===== src/sv/queue_with_insert_at_position_core_defines.svh =====
// ----------------------------------------------------------------------------
// queue_with_insert_at_position_core_defines
// Assertion macros shared by the queue RTL files.
// ----------------------------------------------------------------------------
`ifndef QUEUE_WITH_INSERT_AT_POSITION_CORE_DEFINES_SVH
`define QUEUE_WITH_INSERT_AT_POSITION_CORE_DEFINES_SVH

`ifndef SYNTHESIS

// check on every clock edge outside reset
`define QWIP_ASSERT(lbl, prop) \
  lbl: assert property (@(posedge clk_i) disable iff (!rst_ni) (prop)) \
    else $error("qwip assertion failed");

// check on every clock edge, reset included
`define QWIP_ASSERT_ALWAYS(lbl, prop) \
  lbl: assert property (@(posedge clk_i) (prop)) \
    else $error("qwip assertion failed");

`else

`define QWIP_ASSERT(lbl, prop)
`define QWIP_ASSERT_ALWAYS(lbl, prop)

`endif

`endif


===== src/sv/qwip_pkg.sv =====
// ----------------------------------------------------------------------------
// qwip_pkg
// Widths, command and status codes and shared types of the queue core.
// ----------------------------------------------------------------------------
package qwip_pkg;

  // field widths
  localparam int unsigned OP_W     = 2;
  localparam int unsigned VALUE_W  = 32;
  localparam int unsigned POS_W    = 5;
  localparam int unsigned STATUS_W = 2;
  localparam int unsigned OCC_W    = 5;

  // default number of slots
  localparam int unsigned DEPTH_DEFAULT = 16;

  // command codes
  localparam logic [OP_W-1:0] OP_ENQ = 2'd0;
  localparam logic [OP_W-1:0] OP_DEQ = 2'd1;
  localparam logic [OP_W-1:0] OP_INS = 2'd2;

  // status codes
  localparam logic [STATUS_W-1:0] ST_OK    = 2'd0;
  localparam logic [STATUS_W-1:0] ST_EMPTY = 2'd1;
  localparam logic [STATUS_W-1:0] ST_FULL  = 2'd2;

  // controller to datapath command
  typedef struct packed {
    logic load;
  } ctrl_cmd_t;

endpackage


===== src/sv/qwip_cmd_if.sv =====
// ----------------------------------------------------------------------------
// qwip_cmd_if
// Command channel: valid/ready handshake with op, value and position.
// ----------------------------------------------------------------------------
interface qwip_cmd_if;
  import qwip_pkg::*;

  logic                       valid;
  logic                       ready;
  logic [OP_W-1:0]            op;
  logic signed [VALUE_W-1:0]  value;
  logic [POS_W-1:0]           position;

  modport source (output valid, op, value, position, input ready);
  modport sink   (input valid, op, value, position, output ready);

endinterface


===== src/sv/qwip_rsp_if.sv =====
// ----------------------------------------------------------------------------
// qwip_rsp_if
// Response channel: valid/ready handshake with the result of one command.
// ----------------------------------------------------------------------------
interface qwip_rsp_if;
  import qwip_pkg::*;

  logic                       valid;
  logic                       ready;
  logic signed [VALUE_W-1:0]  out_value;
  logic [STATUS_W-1:0]        status;
  logic [OCC_W-1:0]           occupancy;
  logic                       is_empty;

  modport source (output valid, out_value, status, occupancy, is_empty, input ready);
  modport sink   (input valid, out_value, status, occupancy, is_empty, output ready);

endinterface


===== src/sv/qwip_ctrl.sv =====
// ----------------------------------------------------------------------------
// qwip_ctrl
// Handshake controller: takes a command beat when the response register is
// free or being drained, and tracks whether a response beat is pending.
// ----------------------------------------------------------------------------
`include "queue_with_insert_at_position_core_defines.svh"

module qwip_ctrl (
  input  logic                clk_i,
  input  logic                rst_ni,
  input  logic                in_valid_i,
  output logic                in_ready_o,
  output logic                out_valid_o,
  input  logic                out_ready_i,
  output qwip_pkg::ctrl_cmd_t cmd_o
);
  import qwip_pkg::*;

  typedef enum logic {
    S_IDLE,
    S_HOLD
  } state_e;

  state_e state_q, state_d;

  // ready while no response waits or the waiting one leaves now
  assign in_ready_o  = (state_q == S_IDLE) || out_ready_i;
  assign cmd_o.load  = in_valid_i && in_ready_o;
  assign out_valid_o = (state_q == S_HOLD);

  // next state
  always_comb begin
    state_d = state_q;
    unique case (state_q)
      S_IDLE: begin
        if (cmd_o.load) state_d = S_HOLD;
      end
      S_HOLD: begin
        if (cmd_o.load)       state_d = S_HOLD;
        else if (out_ready_i) state_d = S_IDLE;
      end
      default: state_d = S_IDLE;
    endcase
  end

  // state register
  always_ff @(posedge clk_i or negedge rst_ni) begin
    if (!rst_ni) begin
      state_q <= S_IDLE;
    end else begin
      state_q <= state_d;
    end
  end

  `QWIP_ASSERT(a_load_gives_beat, cmd_o.load |=> out_valid_o)
  `QWIP_ASSERT(a_idle_is_ready, !out_valid_o |-> in_ready_o)
  `QWIP_ASSERT_ALWAYS(a_reset_idle, !rst_ni |=> state_q == S_IDLE)

endmodule


===== src/sv/qwip_dp.sv =====
// ----------------------------------------------------------------------------
// qwip_dp
// Queue datapath: shift register of slots with the head in slot zero, the
// fill count and the response register. Every slot picks its next value in
// parallel: hold, take the new value, shift toward the tail or the head.
// ----------------------------------------------------------------------------
`include "queue_with_insert_at_position_core_defines.svh"

module qwip_dp #(
  parameter int unsigned DEPTH = qwip_pkg::DEPTH_DEFAULT
) (
  input  logic                               clk_i,
  input  logic                               rst_ni,
  input  qwip_pkg::ctrl_cmd_t                cmd_i,
  input  logic [qwip_pkg::OP_W-1:0]          op_i,
  input  logic signed [qwip_pkg::VALUE_W-1:0] value_i,
  input  logic [qwip_pkg::POS_W-1:0]         position_i,
  output logic signed [qwip_pkg::VALUE_W-1:0] out_value_o,
  output logic [qwip_pkg::STATUS_W-1:0]      status_o,
  output logic [qwip_pkg::OCC_W-1:0]         occupancy_o,
  output logic                               is_empty_o
);
  import qwip_pkg::*;

  localparam int unsigned CW = $clog2(DEPTH + 1);
  localparam int unsigned WW = (CW > POS_W) ? CW : POS_W;

  logic signed [VALUE_W-1:0] slot_q [DEPTH];
  logic signed [VALUE_W-1:0] slot_d [DEPTH];
  logic [CW-1:0]             count_q, count_d;

  logic [WW-1:0]             cnt_w, pos_w, cut_w, ins_idx;
  logic                      is_full, is_zero;
  logic                      ins_en, deq_en;
  logic signed [VALUE_W-1:0] res_value;
  logic [STATUS_W-1:0]       res_status;
  logic [WW-1:0]             occ_w;

  logic signed [VALUE_W-1:0] out_value_q;
  logic [STATUS_W-1:0]       status_q;
  logic [OCC_W-1:0]          occ_q;
  logic                      empty_q;

  assign is_full = (count_q == CW'(DEPTH));
  assign is_zero = (count_q == '0);
  assign cnt_w   = WW'(count_q);
  assign pos_w   = WW'(position_i);

  // cut-in index: position clamped to one below, to the count above
  always_comb begin
    cut_w = (pos_w == '0) ? WW'(1) : pos_w;
    if (cut_w > cnt_w) cut_w = cnt_w;
  end

  // command decode
  always_comb begin
    ins_en     = 1'b0;
    deq_en     = 1'b0;
    ins_idx    = cnt_w;
    res_value  = '0;
    res_status = ST_OK;
    count_d    = count_q;
    unique case (op_i)
      OP_ENQ, OP_INS: begin
        if (is_full) begin
          res_status = ST_FULL;
        end else begin
          ins_en  = 1'b1;
          ins_idx = (op_i == OP_INS) ? cut_w : cnt_w;
          count_d = count_q + CW'(1);
        end
      end
      OP_DEQ: begin
        if (is_zero) begin
          res_status = ST_EMPTY;
        end else begin
          deq_en    = 1'b1;
          res_value = slot_q[0];
          count_d   = count_q - CW'(1);
        end
      end
      default: ;
    endcase
  end

  // per-slot next value
  for (genvar i = 0; i < DEPTH; i++) begin : g_slot
    always_comb begin
      slot_d[i] = slot_q[i];
      if (ins_en) begin
        if (WW'(i) == ins_idx) begin
          slot_d[i] = value_i;
        end else if (WW'(i) > ins_idx) begin
          if (i > 0) slot_d[i] = slot_q[(i > 0) ? i - 1 : 0];
        end
      end else if (deq_en) begin
        if (i < DEPTH - 1) slot_d[i] = slot_q[(i < DEPTH - 1) ? i + 1 : i];
      end
    end

    // slot storage, no reset
    always_ff @(posedge clk_i) begin
      if (cmd_i.load) begin
        slot_q[i] <= slot_d[i];
      end
    end
  end

  // fill count
  always_ff @(posedge clk_i or negedge rst_ni) begin
    if (!rst_ni) begin
      count_q <= '0;
    end else if (cmd_i.load) begin
      count_q <= count_d;
    end
  end

  // response register
  assign occ_w = WW'(count_d);

  always_ff @(posedge clk_i) begin
    if (cmd_i.load) begin
      out_value_q <= res_value;
      status_q    <= res_status;
      occ_q       <= occ_w[OCC_W-1:0];
      empty_q     <= (count_d == '0);
    end
  end

  assign out_value_o = out_value_q;
  assign status_o    = status_q;
  assign occupancy_o = occ_q;
  assign is_empty_o  = empty_q;

  `QWIP_ASSERT(a_count_bound, count_q <= CW'(DEPTH))
  `QWIP_ASSERT(a_full_only_when_full, cmd_i.load && !is_full |=> status_o != ST_FULL)
  `QWIP_ASSERT(a_deq_shrinks,
    cmd_i.load && op_i == OP_DEQ && !is_zero |=> count_q == $past(count_q) - CW'(1))

endmodule


===== src/sv/queue_with_insert_at_position_core.sv =====
// ----------------------------------------------------------------------------
// queue_with_insert_at_position_core
// Bounded FIFO of signed 32-bit values with enqueue, dequeue and cut-in
// insert at a clamped position; one response beat per command beat.
//
//   channel  dir  handshake      payload
//   cmd_i    in   valid/ready    op, value, position
//   rsp_o    out  valid/ready    out_value, status, occupancy, is_empty
//
// On a command beat the slot shift register updates every slot in
// parallel, and the response lands in an output register the next cycle.
// A new command beat is taken in the cycle its response register empties,
// so back-to-back commands run at one per cycle while rsp_o.ready is high.
// A stall on rsp_o holds the response and blocks cmd_i until it drains.
// Reset clears the fill count and the controller; slots need no clearing.
// ----------------------------------------------------------------------------
module queue_with_insert_at_position_core #(
  parameter int unsigned DEPTH = qwip_pkg::DEPTH_DEFAULT
) (
  input  logic       clk_i,
  input  logic       rst_ni,
  qwip_cmd_if.sink   cmd_i,
  qwip_rsp_if.source rsp_o
);
  import qwip_pkg::*;

  ctrl_cmd_t ctrl_cmd;
  logic      in_ready;
  logic      out_valid;

  // handshake controller
  qwip_ctrl u_ctrl (
    .clk_i       (clk_i),
    .rst_ni      (rst_ni),
    .in_valid_i  (cmd_i.valid),
    .in_ready_o  (in_ready),
    .out_valid_o (out_valid),
    .out_ready_i (rsp_o.ready),
    .cmd_o       (ctrl_cmd)
  );

  assign cmd_i.ready = in_ready;
  assign rsp_o.valid = out_valid;

  // queue datapath
  qwip_dp #(
    .DEPTH (DEPTH)
  ) u_dp (
    .clk_i       (clk_i),
    .rst_ni      (rst_ni),
    .cmd_i       (ctrl_cmd),
    .op_i        (cmd_i.op),
    .value_i     (cmd_i.value),
    .position_i  (cmd_i.position),
    .out_value_o (rsp_o.out_value),
    .status_o    (rsp_o.status),
    .occupancy_o (rsp_o.occupancy),
    .is_empty_o  (rsp_o.is_empty)
  );

endmodule


===== src/flat_wrapper.sv =====
// flat-port wrapper written by rule: the top's interface ports become plain ports
module queue_with_insert_at_position_core_flat import qwip_pkg::*;
#(
  parameter int unsigned DEPTH = qwip_pkg::DEPTH_DEFAULT
)
  (clk_i, rst_ni, cmd_i_valid, cmd_i_op, cmd_i_value, cmd_i_position, cmd_i_ready, rsp_o_valid, rsp_o_out_value, rsp_o_status, rsp_o_occupancy, rsp_o_is_empty, rsp_o_ready);
  qwip_cmd_if cmd_i_i ();
  qwip_rsp_if rsp_o_i ();
  input  logic clk_i;
  input  logic rst_ni;
  input wire logic [$bits(cmd_i_i.valid)-1:0] cmd_i_valid;
  input wire logic [$bits(cmd_i_i.op)-1:0] cmd_i_op;
  input wire logic [$bits(cmd_i_i.value)-1:0] cmd_i_value;
  input wire logic [$bits(cmd_i_i.position)-1:0] cmd_i_position;
  output wire logic [$bits(cmd_i_i.ready)-1:0] cmd_i_ready;
  output wire logic [$bits(rsp_o_i.valid)-1:0] rsp_o_valid;
  output wire logic [$bits(rsp_o_i.out_value)-1:0] rsp_o_out_value;
  output wire logic [$bits(rsp_o_i.status)-1:0] rsp_o_status;
  output wire logic [$bits(rsp_o_i.occupancy)-1:0] rsp_o_occupancy;
  output wire logic [$bits(rsp_o_i.is_empty)-1:0] rsp_o_is_empty;
  input wire logic [$bits(rsp_o_i.ready)-1:0] rsp_o_ready;
  assign cmd_i_i.valid = cmd_i_valid;
  assign cmd_i_i.op = cmd_i_op;
  assign cmd_i_i.value = cmd_i_value;
  assign cmd_i_i.position = cmd_i_position;
  assign cmd_i_ready = cmd_i_i.ready;
  assign rsp_o_valid = rsp_o_i.valid;
  assign rsp_o_out_value = rsp_o_i.out_value;
  assign rsp_o_status = rsp_o_i.status;
  assign rsp_o_occupancy = rsp_o_i.occupancy;
  assign rsp_o_is_empty = rsp_o_i.is_empty;
  assign rsp_o_i.ready = rsp_o_ready;
  queue_with_insert_at_position_core #(.DEPTH(DEPTH)) u_core (.clk_i(clk_i), .rst_ni(rst_ni), .cmd_i(cmd_i_i), .rsp_o(rsp_o_i));
endmodule

===== config.mk =====
export PLATFORM = sky130hd
export DESIGN_NAME = queue_with_insert_at_position_core_flat
export DESIGN_NICKNAME = d
export VERILOG_FILES = /design/src/sv/qwip_pkg.sv /design/src/sv/qwip_cmd_if.sv /design/src/sv/qwip_rsp_if.sv /design/src/sv/qwip_ctrl.sv /design/src/sv/qwip_dp.sv /design/src/sv/queue_with_insert_at_position_core.sv /design/src/flat_wrapper.sv
export VERILOG_INCLUDE_DIRS = /design/src /design/src/sv
export SDC_FILE = /design/constraint.sdc
export NUM_CORES = 1
export LEC_CHECK = 0
export BUFFER_PORTS_ARGS = -buffer_cell sky130_fd_sc_hd__buf_2
export CAP_MARGIN = 20
export CORE_UTILIZATION = 45
export DETAILED_ROUTE_END_ITERATION = 6
export GPL_TIMING_DRIVEN = 0
export PLACE_DENSITY = 0.64
export SKIP_LAST_GASP = 1
export SLEW_MARGIN = 20
export SYNTH_ARGS = -nofsm -noshare
export SYNTH_HDL_FRONTEND = slang
export SYNTH_SLANG_ARGS = --single-unit
export TNS_END_PERCENT = 10

===== constraint.sdc =====
create_clock -name clk_i -period 5.91 [get_ports clk_i]
set_input_delay 0.2955 -clock clk_i [delete_from_list [all_inputs] [get_ports clk_i]]
set_output_delay 0.2955 -clock clk_i [all_outputs]
set_load 0.02 [all_outputs]

==> summary.md <==
| Metric | Value |
|---|---|
| Detailed Route Iter0 Violations | `2447` |
| Final Cell Area | `32040 sq um` |
| FMAX | `0.1888 GHz` |
| Post-CTS Resized | `0` |
| Post-route ant nets | `0` |
| Max-slew violations | `0` |
| Least-Margin Pin Slew | `1099 ps` |
| TritonCTS Buffers | `60` |
| Fin. Hold Viols | `0` |
| Ranking of synthesized cells by area | `edfxtp_1 (59%), nand2_1 (7.5%), a32oi_1 (7.0%), a21oi_1 (5.6%), o21ai_0 (3.6%)` |
| Period minus WS final | `5297 ps` |
| Worst setup path category | `reg -> reg` |
| Setup_tns | `0 ps` |
| Largest area contributor in the netlist | `edfxtp_1` |
| Initial Utilization | `45.54%` |
| Flop2flop setup slack | `610 ps` |
| Fin crit share | `89.63%` |
| Final net count | `2925` |
| Root Buffer | `clkbuf_16` |
| Core Region | `61710 sq um` |
| Syn. warnings | `0` |
| Setup bufs post-CTS | `0` |
| # fillers | `5585` |
| CP max FO | `24` |
| Clk slew on worst S/H paths | `60 ps` |
| Highest ir drop seen on vdd | `0.0002403 V` |
| Gate Count Post-Synth | `2735` |
| Syn Nets | `2785` |
| Crit start category | `flop` |
| CTS tree | `built` |
| Worst r2r src | `u_core.u_dp.cnt_w[1]` |
| Ports | `85` |
| #FFs+latches synth | `558` |
| Commonest non-fill, non-tap cell in the layout | `nand2_1` |
| Worst Hold Class | `in -> reg` |
| P_leak | `0.01104 uW` |
| First-pass GRT wire length | `133300 microns` |
| Syn Area/Cell | `10.28 sq um` |
| Slew headroom | `26.49%` |
| Global placement routability congestion | `0.9227` |
| Total vias in the final route | `22660` |
| Total Wirelength | `88830 microns` |
| PD cells | `405.3 nW/um^2` |
| Hold_buf cts | `5` |
| Detailed Place HPWL | `69790 microns` |
| Number of violations of the max-capacitance limit | `0` |
| Antenna violations before repair | `6` |
| Worst reg2reg endpoint | `u_core.u_dp.slot_q[1][29]` |
| CP required | `6240 ps` |
| Clock Tree Buf Depth | `3` |
| Synth Cell Area | `28100 sq um` |
| Ys async rst share | `1.075%` |
| Distinct cells, synth | `57` |
| DRC viols | `0` |
| Sequential element share of the synthesized area | `59.51%` |
| Port Buffers | `52` |
| Post-DP Area | `30020 sq um` |
| Overflow after GRT | `0` |
| Vert. Die Dim | `251.9 microns` |
| Die area | `63460 sq um` |
| CP Launch Point | `u_core.u_dp.cnt_w[1]` |
| Worst Hold Launch | `cmd_i_op[1]` |
| DRT Pass-1 Iters | `6` |
| Share of cells above drive strength 1 | `10.25%` |
| Setup Skew | `20.80 ps` |
| Number of global-route vias before repair | `22510` |
| Via/cell ratio | `6.013` |
| GRT Total Usage | `27.72%` |
| Area Growth Syn to Fin | `13.99%` |
| Reg2Reg Depth | `11` |
| Status | `finished, final reports clean` |
| Die width | `251.9 microns` |
| Clk_lat worst skew | `650 ps` |
| Yosys top cell area share | `58.98%` |
| Number of flops mapped to enable cells by yosys | `552` |
| Worst Setup EP | `u_core.u_dp.slot_q[1][29]` |
| Largest net degree at the start of global routing | `38` |
| Endpoint type of the worst setup path | `flop` |
| Site Rows | `91` |
| Final Setup Violations | `0` |
| Sink Count | `558` |
| H-Tree Depth | `2` |
| Wire per inst | `23.57 microns` |
| Unrepaired setup endpoints after global routing | `false` |
| Commonest non-fill, non-tap cells in the layout | `nand2_1 (560), edfxtp_1 (552), a21oi_1 (301)` |
| WP data arrival | `5630 ps` |
| Main synth FF type | `edfxtp_1` |
| Min Hold Slack | `193.3 ps` |
==> cell type report <==
class | instances | area, sq um | share of cell area [%]
antenna | 6 | 15.01 | 0.04687
clock buffer | 76 | 1562 | 4.874
sequential | 558 | 16730 | 52.21
tap | 837 | 1047 | 3.269
buffer | 309 | 1294 | 4.038
inverter | 8 | 30.03 | 0.09374
clock inverter | 37 | 385.4 | 1.203
multi-input combinational | 1860 | 10230 | 31.93
timing repair buffer | 78 | 748.2 | 2.336
==> report_power, final <==
part           total (uW)  internal (uW)  switching, uW  leakage, uW
Combinational        3730           1050           2680      0.00490
Sequential           5440           5180            260      0.00518
Clock                3810           2210           1600     0.000952
==> how the worst min path moves through the flow <==
stage / to / slack, ps / cells past startpoint
after global routing: u_core.u_dp.status_o[0] / 210 / 3
after detailed placement: u_core.u_ctrl.out_valid_o / 130 / 1
after CTS: u_core.u_dp.status_o[0] / 150 / 3
after global placement: u_core.u_ctrl.out_valid_o / 140 / 1
final: u_core.u_dp.status_o[0] / 190 / 3
after floorplan: u_core.u_ctrl.out_valid_o / -0.09 / 0
==> cell usage after synthesis, drive strengths merged (8+ instances only) <==
cell    instances
o21ai         268
a32oi         224
a21oi         314
buf            71
mux2i          35
inv             8
clkbuf        238
nor2          210
nand2         560
nor3            8
mux2           36
edfxtp        552
o211ai          8
a31oi          98
and2           38
==> metrics by stage <==
step | power [uW] | util (%) | worst slack [ps] | cells
detailed placement | 9138 | 48.65 | 786.3 | 3645
global placement | 8906 | 47.66 | -2896 | 3624
finish | 12980 | 51.91 | 612.6 | 3769
floorplan | 7796 | - | 28.28 | 2735
global route | 13510 | 51.91 | 464.2 | 3768
CTS | 12920 | 51.88 | 783.9 | 3763
==> critical path, stage by stage (launching register included) <==
cell and delay [ps]:
dfrtp_1 380, clkbuf_1 230, inv_1 260, ha_1 270, nor3b_2 420, a21o_1 390, buf_2 440, clkbuf_1 730
clkbuf_1 740, nor2_1 410, a21oi_4 480, buf_16 230
==> flip-flops by register name, indices dropped and copies added, names as in the netlist <==
register and count:
u_core.u_ctrl.out_valid_o 1, u_core.u_dp.occupancy_o 5, u_core.u_dp.is_empty_o 1, u_core.u_dp.status_o 2
u_core.u_dp.out_value_o 32, u_core.u_dp.slot_q 512, u_core.u_dp.cnt_w 5
==> layer usage <==
layer / global-route usage [%] / wire, microns / vias up
met2: 44.82 / 41250 / 1165
met4: 10.22 / 3031 / 2
met1: 37.66 / 37300 / 10840
met5: 0 / 18 / -
li1: - / - / 10470
met3: 4.457 / 7235 / 187
==> cells by family after synthesis <==
family                     after synthesis  share of synthesized area (%)
AOI/OAI and AO/OA                      930                          20.50
and+or+nand+nor                        849                          12.18
DFF                                    558                          59.51
buffers and inverters                  317                          4.701
muxes                                   71                          2.702
adders and majority gates                7                         0.3116
xor gates and xnor gates                 3                        0.09351
No activity file was read; power rests on OpenSTA's default activity.
